$ cat src/hw/rtl/pmt_pkg.sv
`timescale 1ns / 1ps

package pmt_pkg;

  // Width of a stored page frame.
  localparam int unsigned FrameW = 20;

  // Command codes of the input word.
  typedef enum logic [1:0] {
    CMD_MAP    = 2'd0,
    CMD_LOOKUP = 2'd1,
    CMD_REMOVE = 2'd2
  } cmd_e;

  // Status codes of the result word.
  typedef enum logic [1:0] {
    ST_DONE      = 2'd0,
    ST_ALREADY   = 2'd1,
    ST_FULL      = 2'd2,
    ST_NOT_FOUND = 2'd3
  } status_e;

  // Hardware TLB action reported with each result.
  typedef enum logic [1:0] {
    TLB_NONE  = 2'd0,
    TLB_WRITE = 2'd1,
    TLB_INVAL = 2'd2
  } tlb_e;

endpackage

$ cat src/hw/rtl/pmt_frame_ram.sv
`timescale 1ns / 1ps

// Single-port-write, single-port-read RAM with a registered read.
module pmt_frame_ram #(
  parameter int unsigned Depth = 32,
  parameter int unsigned Width = 40,
  localparam int unsigned AddrW = (Depth > 1) ? $clog2(Depth) : 1
) (
  input  logic             clk_i,
  input  logic             we_i,
  input  logic [AddrW-1:0] waddr_i,
  input  logic [Width-1:0] wdata_i,
  input  logic [AddrW-1:0] raddr_i,
  output logic [Width-1:0] rdata_o
);

  logic [Width-1:0] mem [Depth];

  // Write port and registered read port.
  always_ff @(posedge clk_i) begin
    if (we_i) begin
      mem[waddr_i] <= wdata_i;
    end
    rdata_o <= mem[raddr_i];
  end

endmodule

$ cat src/hw/rtl/page_mapping_table.sv
`timescale 1ns / 1ps

// Fully associative page mapping table.
//
// Command channel: a word (cmd_i, virt_addr_i, phys_addr_i) is taken at a rising
// edge where start is high and busy is low. Frames are the addresses shifted
// right by PAGE_SHIFT, kept to 20 bits. Commands are map, lookup and remove.
//
// Result channel: done_o is high for exactly one cycle and qualifies status_o,
// phys_frame_o and tlb_update_o. The receiver cannot stall; the word is
// taken at the edge that ends that cycle.
//
// Timing: each command reads every slot of the frame RAM once, one slot a
// cycle through its single read port, then passes through S_LAST and
// S_FINISH while busy stays high; done_o follows in the cycle busy drops.
// The next word can be started in that same cycle. One command is in flight
// at a time.
//
// Reset clears all valid marks and the control state; the frame RAM is not
// cleared, since only entries with a valid mark are ever used.
module page_mapping_table #(
  parameter int unsigned SLOTS      = 32,
  parameter int unsigned PAGE_SHIFT = 12
) (
  input  logic        clk_i,
  input  logic        rst_ni,
  input  logic        start,
  output logic        busy,
  input  logic [1:0]  cmd_i,
  input  logic [31:0] virt_addr_i,
  input  logic [31:0] phys_addr_i,
  output logic        done_o,
  output logic [1:0]  status_o,
  output logic [pmt_pkg::FrameW-1:0] phys_frame_o,
  output logic [1:0]  tlb_update_o
);

  localparam int unsigned FW   = pmt_pkg::FrameW;
  localparam int unsigned IdxW = (SLOTS > 1) ? $clog2(SLOTS) : 1;
  localparam logic [IdxW-1:0] LastIdx = IdxW'(SLOTS - 1);

  typedef enum logic [1:0] {
    S_IDLE,
    S_SCAN,
    S_LAST,
    S_FINISH
  } state_e;

  state_e           state_q;
  logic [1:0]       cmd_q;
  logic [FW-1:0]    vf_q, pf_q;
  logic [IdxW-1:0]  idx_q;
  logic             cmp_en_q;
  logic [IdxW-1:0]  cmp_idx_q;
  logic             hit_q, dup_q, empty_q;
  logic [IdxW-1:0]  hit_idx_q, empty_idx_q;
  logic [FW-1:0]    hit_pf_q;
  logic [SLOTS-1:0] valid_q;

  logic [31:0]      vshift, pshift;
  logic [2*FW-1:0]  rd_data;
  logic [FW-1:0]    rd_vf, rd_pf;
  logic             rd_valid, vf_match, pf_match;
  logic             accept;
  logic             do_write, do_clear;

  assign accept = start && !busy;
  assign busy   = (state_q != S_IDLE);

  // Frame extraction from the incoming addresses.
  assign vshift = virt_addr_i >> PAGE_SHIFT;
  assign pshift = phys_addr_i >> PAGE_SHIFT;

  // Decode the slot that came back from the RAM.
  assign rd_vf    = rd_data[2*FW-1:FW];
  assign rd_pf    = rd_data[FW-1:0];
  assign rd_valid = valid_q[cmp_idx_q];
  assign vf_match = (rd_vf == vf_q);
  assign pf_match = (rd_pf == pf_q);

  // Updates made at the end of a command.
  assign do_write = (state_q == S_FINISH) && (cmd_q == pmt_pkg::CMD_MAP) &&
                    !dup_q && empty_q;
  assign do_clear = (state_q == S_FINISH) && (cmd_q == pmt_pkg::CMD_REMOVE) && hit_q;

  pmt_frame_ram #(
    .Depth (SLOTS),
    .Width (2 * FW)
  ) u_frame_ram (
    .clk_i   (clk_i),
    .we_i    (do_write),
    .waddr_i (empty_idx_q),
    .wdata_i ({vf_q, pf_q}),
    .raddr_i (idx_q),
    .rdata_o (rd_data)
  );

  // Valid marks, cleared at reset.
  always_ff @(posedge clk_i or negedge rst_ni) begin
    if (!rst_ni) begin
      valid_q <= '0;
    end else if (do_write) begin
      valid_q[empty_idx_q] <= 1'b1;
    end else if (do_clear) begin
      valid_q[hit_idx_q] <= 1'b0;
    end
  end

  // Command word, held for the whole scan.
  always_ff @(posedge clk_i) begin
    if (accept) begin
      cmd_q <= cmd_i;
      vf_q  <= vshift[FW-1:0];
      pf_q  <= pshift[FW-1:0];
    end
  end

  // Sequencer: scan the slots, then finish and register the result.
  always_ff @(posedge clk_i or negedge rst_ni) begin
    if (!rst_ni) begin
      state_q      <= S_IDLE;
      idx_q        <= '0;
      cmp_en_q     <= 1'b0;
      cmp_idx_q    <= '0;
      hit_q        <= 1'b0;
      dup_q        <= 1'b0;
      empty_q      <= 1'b0;
      hit_idx_q    <= '0;
      empty_idx_q  <= '0;
      hit_pf_q     <= '0;
      done_o       <= 1'b0;
      status_o     <= pmt_pkg::ST_NOT_FOUND;
      phys_frame_o <= '0;
      tlb_update_o <= pmt_pkg::TLB_NONE;
    end else begin
      done_o    <= 1'b0;
      cmp_en_q  <= (state_q == S_SCAN);
      cmp_idx_q <= idx_q;

      // Compare the slot read in the previous cycle.
      if (cmp_en_q) begin
        if (!rd_valid) begin
          empty_q     <= 1'b1;
          empty_idx_q <= cmp_idx_q;
        end else begin
          if (vf_match && pf_match) begin
            dup_q <= 1'b1;
          end
          if (vf_match && !hit_q) begin
            hit_q     <= 1'b1;
            hit_idx_q <= cmp_idx_q;
            hit_pf_q  <= rd_pf;
          end
        end
      end

      unique case (state_q)
        S_IDLE: begin
          if (accept) begin
            state_q <= S_SCAN;
            idx_q   <= '0;
            hit_q   <= 1'b0;
            dup_q   <= 1'b0;
            empty_q <= 1'b0;
          end
        end
        S_SCAN: begin
          if (idx_q == LastIdx) begin
            state_q <= S_LAST;
          end else begin
            idx_q <= idx_q + 1'b1;
          end
        end
        S_LAST: begin
          state_q <= S_FINISH;
        end
        S_FINISH: begin
          state_q      <= S_IDLE;
          done_o       <= 1'b1;
          status_o     <= pmt_pkg::ST_NOT_FOUND;
          phys_frame_o <= '0;
          tlb_update_o <= pmt_pkg::TLB_NONE;
          unique case (cmd_q)
            pmt_pkg::CMD_MAP: begin
              if (dup_q) begin
                status_o <= pmt_pkg::ST_ALREADY;
              end else if (!empty_q) begin
                status_o <= pmt_pkg::ST_FULL;
              end else begin
                status_o     <= pmt_pkg::ST_DONE;
                tlb_update_o <= pmt_pkg::TLB_WRITE;
              end
            end
            pmt_pkg::CMD_LOOKUP: begin
              if (hit_q) begin
                status_o     <= pmt_pkg::ST_DONE;
                phys_frame_o <= hit_pf_q;
              end
            end
            pmt_pkg::CMD_REMOVE: begin
              if (hit_q) begin
                status_o     <= pmt_pkg::ST_DONE;
                tlb_update_o <= pmt_pkg::TLB_INVAL;
              end
            end
            default: begin
              // The undefined code changes nothing and reports not found.
            end
          endcase
        end
        default: begin
          state_q <= S_IDLE;
        end
      endcase
    end
  end

endmodule

$ cat config.mk
export PLATFORM = sky130hd
export DESIGN_NAME = page_mapping_table
export DESIGN_NICKNAME = d
export VERILOG_FILES = /design/src/hw/rtl/pmt_pkg.sv /design/src/hw/rtl/pmt_frame_ram.sv /design/src/hw/rtl/page_mapping_table.sv
export SDC_FILE = /design/constraint.sdc
export NUM_CORES = 1
export LEC_CHECK = 0
export BUFFER_PORTS_ARGS = -buffer_cell sky130_fd_sc_hd__buf_4
export CAP_MARGIN = 40
export CORE_UTILIZATION = 55
export DETAILED_ROUTE_END_ITERATION = 6
export GPL_TIMING_DRIVEN = 0
export PLACE_DENSITY = 0.74
export SLEW_MARGIN = 20
export SYNTH_ARGS = -nofsm -noshare
export SYNTH_HDL_FRONTEND = slang
export SYNTH_SLANG_ARGS = --single-unit
$ cat constraint.sdc
create_clock -name clk_i -period 8.2 [get_ports clk_i]
set_input_delay 1.23 -clock clk_i [delete_from_list [all_inputs] [get_ports clk_i]]
set_output_delay 1.23 -clock clk_i [all_outputs]
set_load 0.005 [all_outputs]
==> impl_results.md <==
* Outcome: finished, final reports clean
* Routed via count at 28000
* Cts bufs inserted at 143
* Overall die width at 320 um
* Combinational family with the most area after synthesis: multiplexers
* Synth top area share at 0.716
* Clock Path Buffers at 3
* Fin crit share at 0.480
* Seq cells post-synth at 1465
* Tot Pwr at 19700 uW
* Synth area leader: edfxtp_1
* Global-route wire length before repair at 203000 um
* Hpwl dp at 90200 um
* Post-Synth Adder-Cell Area at 0.00248
* Slew Viols, Final at 0
* CTS tree: yes
* H-tree depth at 4
* Syn nets at 2449
* Sw Pwr at 5120 uW
* Post-CTS sizing at 0
* Max Clock Skew at 0.0294 ns
* Syn Area/Cell at 23.4 sq um
* Layout area overhead at 19.3%
* Grt ovf at 0
* CORE AREA at 100000 sq um
* Sw Ratio at 0.261
* Compound-Gate Fraction of Synth Area at 0.00999
* Max Fclk at 0.254 GHz
* Drt pass-1 iters at 6
* Leakage Power at 0.0213 uW
* Endpoints failing setup at 0
* DRC at 0
* Clk_lat worst skew at 0.75 ns
* Final Util at 0.662
* Initial antenna violation count at 1
* Clock Power Share at 0.343
* Detailed router's first-iteration violation count at 4442
* Worst Setup Start Kind: flop
* CTS Sinks at 1465
* Yosys warns at 0
* Xor and xnor area share after synthesis at 0.00631
* Hold Vio Cnt, Final at 0
* Power per cell area at 297 nW/um^2
* Post-synth top flop: edfxtp_1
* Post-synthesis mux area share at 0.182
* RSZ-0062 raised after global routing: false
* Number of synthesized flops with an enable pin at 1322
* Inst Count DP at 3879
* Synthesized cell area at 55500 sq um
* DIE HEIGHT at 320 um
* Slew headroom at 0.383
* Internal power at 14500 uW
* Layout cells sized above 1 at 0.346
* Largest cells by area after synthesis: edfxtp_1 (72%), mux4_2 (16%), dfrtp_1 (4.6%)
* Setup TNS Final at 0 ns
* Vias/cell at 6.68
* Final min period at 3.94 ns
* Setup CP Type: reg -> reg
* Full die area at 102000 sq um
* Post-route ant nets at 0
* Non-filler cells, final at 4188
* Crit end category: flop
* GR Util met3 at 0.0771
* Root buf cell: clkbuf_16
* Sequential share of power at 0.451
* Vias in the first global route at 28200
* Critical path peak fanout at 10
* Wire length per cell at 34.4 um
* Post-layout nets at 2853
* Clock Pin Slew Worst Setup and Hold Paths at 0.06 ns
* Arrival @ worst endpoint at 4.56 ns
* Simple-gate portion of the synthesized area at 0.0120
* GPL Wtd Cong at 0.849
* Fill cells at 5830
* Num rows at 116
* Setup bufs post-CTS at 0
* CTS Hold Bufs at 0
* Hold WS at 0.370 ns
* Starting Density at 0.555
* Met1 GRT Util at 0.401
* Largest net degree at the start of global routing at 104
* Max IR drop VDD at 0.175 mV
* IO Pins at 95
* Worst Hold Class: in -> async
* GRT Total Usage at 0.286
* Synth cell types at 49
* Req. time, crit path at 8.83 ns
* Top-count cell post-synth: edfxtp_1
* Drt total wl at 144000 um
* Async S/R FF share, synth at 0.0703
* Synth top cells by count: edfxtp_1 (1322), mux4_2 (404), dfrtp_1 (101)
* Comb pwr share at 0.206
* Met2 Use GR at 0.437
* MaxCap Viol Count at 0
* Worst Max-Slew Pin Slew at 0.925 ns
* Port Buffer Count at 70
* Grt peak-use layer: met2
* Register area share after synthesis at 0.776
* Syn Inst Count at 2369
## state kept, by name (all words and copies together), names as in the netlist
register	cells
phys_frame_o	20
valid_q	32
status_o	2
state_q	2
idx_q	5
hit_q	1
cmp_en_q	1
cmd_q	2
hit_pf_q	20
cmp_idx_q	5
empty_idx_q	5
done_o	1
hit_idx_q	5
tlb_update_o	2
pf_q	20
u_frame_ram.mem	1280
dup_q	1
empty_q	1
u_frame_ram.rdata_o	40
vf_q	20
## final timing paths
check                         start                      to  slack [ns]  cells past startpoint
setup / recovery           idx_q[0]  u_frame_ram.rdata_o[6]        4.26                      7
hold / removal               rst_ni         phys_frame_o[6]        0.37                      1
setup reg to reg           idx_q[0]  u_frame_ram.rdata_o[6]        4.26                      7
hold reg to reg            idx_q[2]            cmp_idx_q[2]        0.37                      0
max in group asynchronous    rst_ni              state_q[0]        7.15                      2
min in group clk_i         idx_q[2]            cmp_idx_q[2]        0.37                      0
## area by class of cell
cell class / instances / area, sq um / area share
flip-flops and latches: 1465 / 43100 / 0.651
multi-input cells: 754 / 12000 / 0.182
repair buffers: 259 / 4020 / 0.0607
clock buffers: 176 / 3930 / 0.0594
well taps: 1298 / 1620 / 0.0245
clock inverters: 85 / 873 / 0.0132
plain buffers: 116 / 499 / 0.00754
inverters: 34 / 128 / 0.00193
diodes: 1 / 2.50 / 0.0000378
## stage by stage
step | instance area, sq um | setup WS (ns)
2_1_floorplan | 55500 | 4.52
3_3_place_gp | 57600 | 1.49
3_5_place_dp | 60700 | 4.33
4_1_cts | 65500 | 4.23
5_1_grt | 66200 | 4.22
6_report | 66200 | 4.26
## power by group through the flow
stage	combinational [uW]	sequential (uW)	clock [uW]
after global routing	4250	8870	7090
final	4060	8860	6740
after CTS	3850	8980	6800
after global placement	3360	9160	0
after floorplan	2410	9000	0
after detailed placement	3770	9130	0
## metal layers
layer,vias up,part of all wire
met4,0,0.036
met3,317,0.12
met2,2100,0.47
met5,-,0
met1,14800,0.37
li1,10800,-
## cell families after synthesis
| group | after synthesis |
|---|---|
| flops | 1465 |
| mux | 482 |
| buf+inv | 150 |
| fa+ha+maj | 11 |
| simple gates | 138 |
| compound gates | 83 |
| xor+xnor | 40 |
## placed cells by master, fill, tap and decap left out, types with 17 or more instances in the layout
cell type  count
nor2_4        32
bufinv_16     18
buf_1         27
buf_8         49
buf_12        25
buf_16        60
dfrtp_1      101
clkbuf_16    151
edfxtp_1    1322
xnor2_1       35
nand2_1       29
o22a_1        17
buf_4         69
buf_6         59
mux2_2        52
inv_1         34
mux4_2       404
nor2_1        25
clkinv_2      26
dfxtp_1       40
clkbuf_1      93
mux2_4        20
clkinv_1      32
o21ai_0       30
## critical path: stages, from the launching register on
cell and delay, ns:
dfrtp_1 0.41, clkbuf_1 0.52, clkbuf_1 0.73, buf_1 0.55
buf_8 0.24, mux4_2 0.52, mux4_2 0.54, mux2_2 0.30
(Power assumes the default switching activity.)
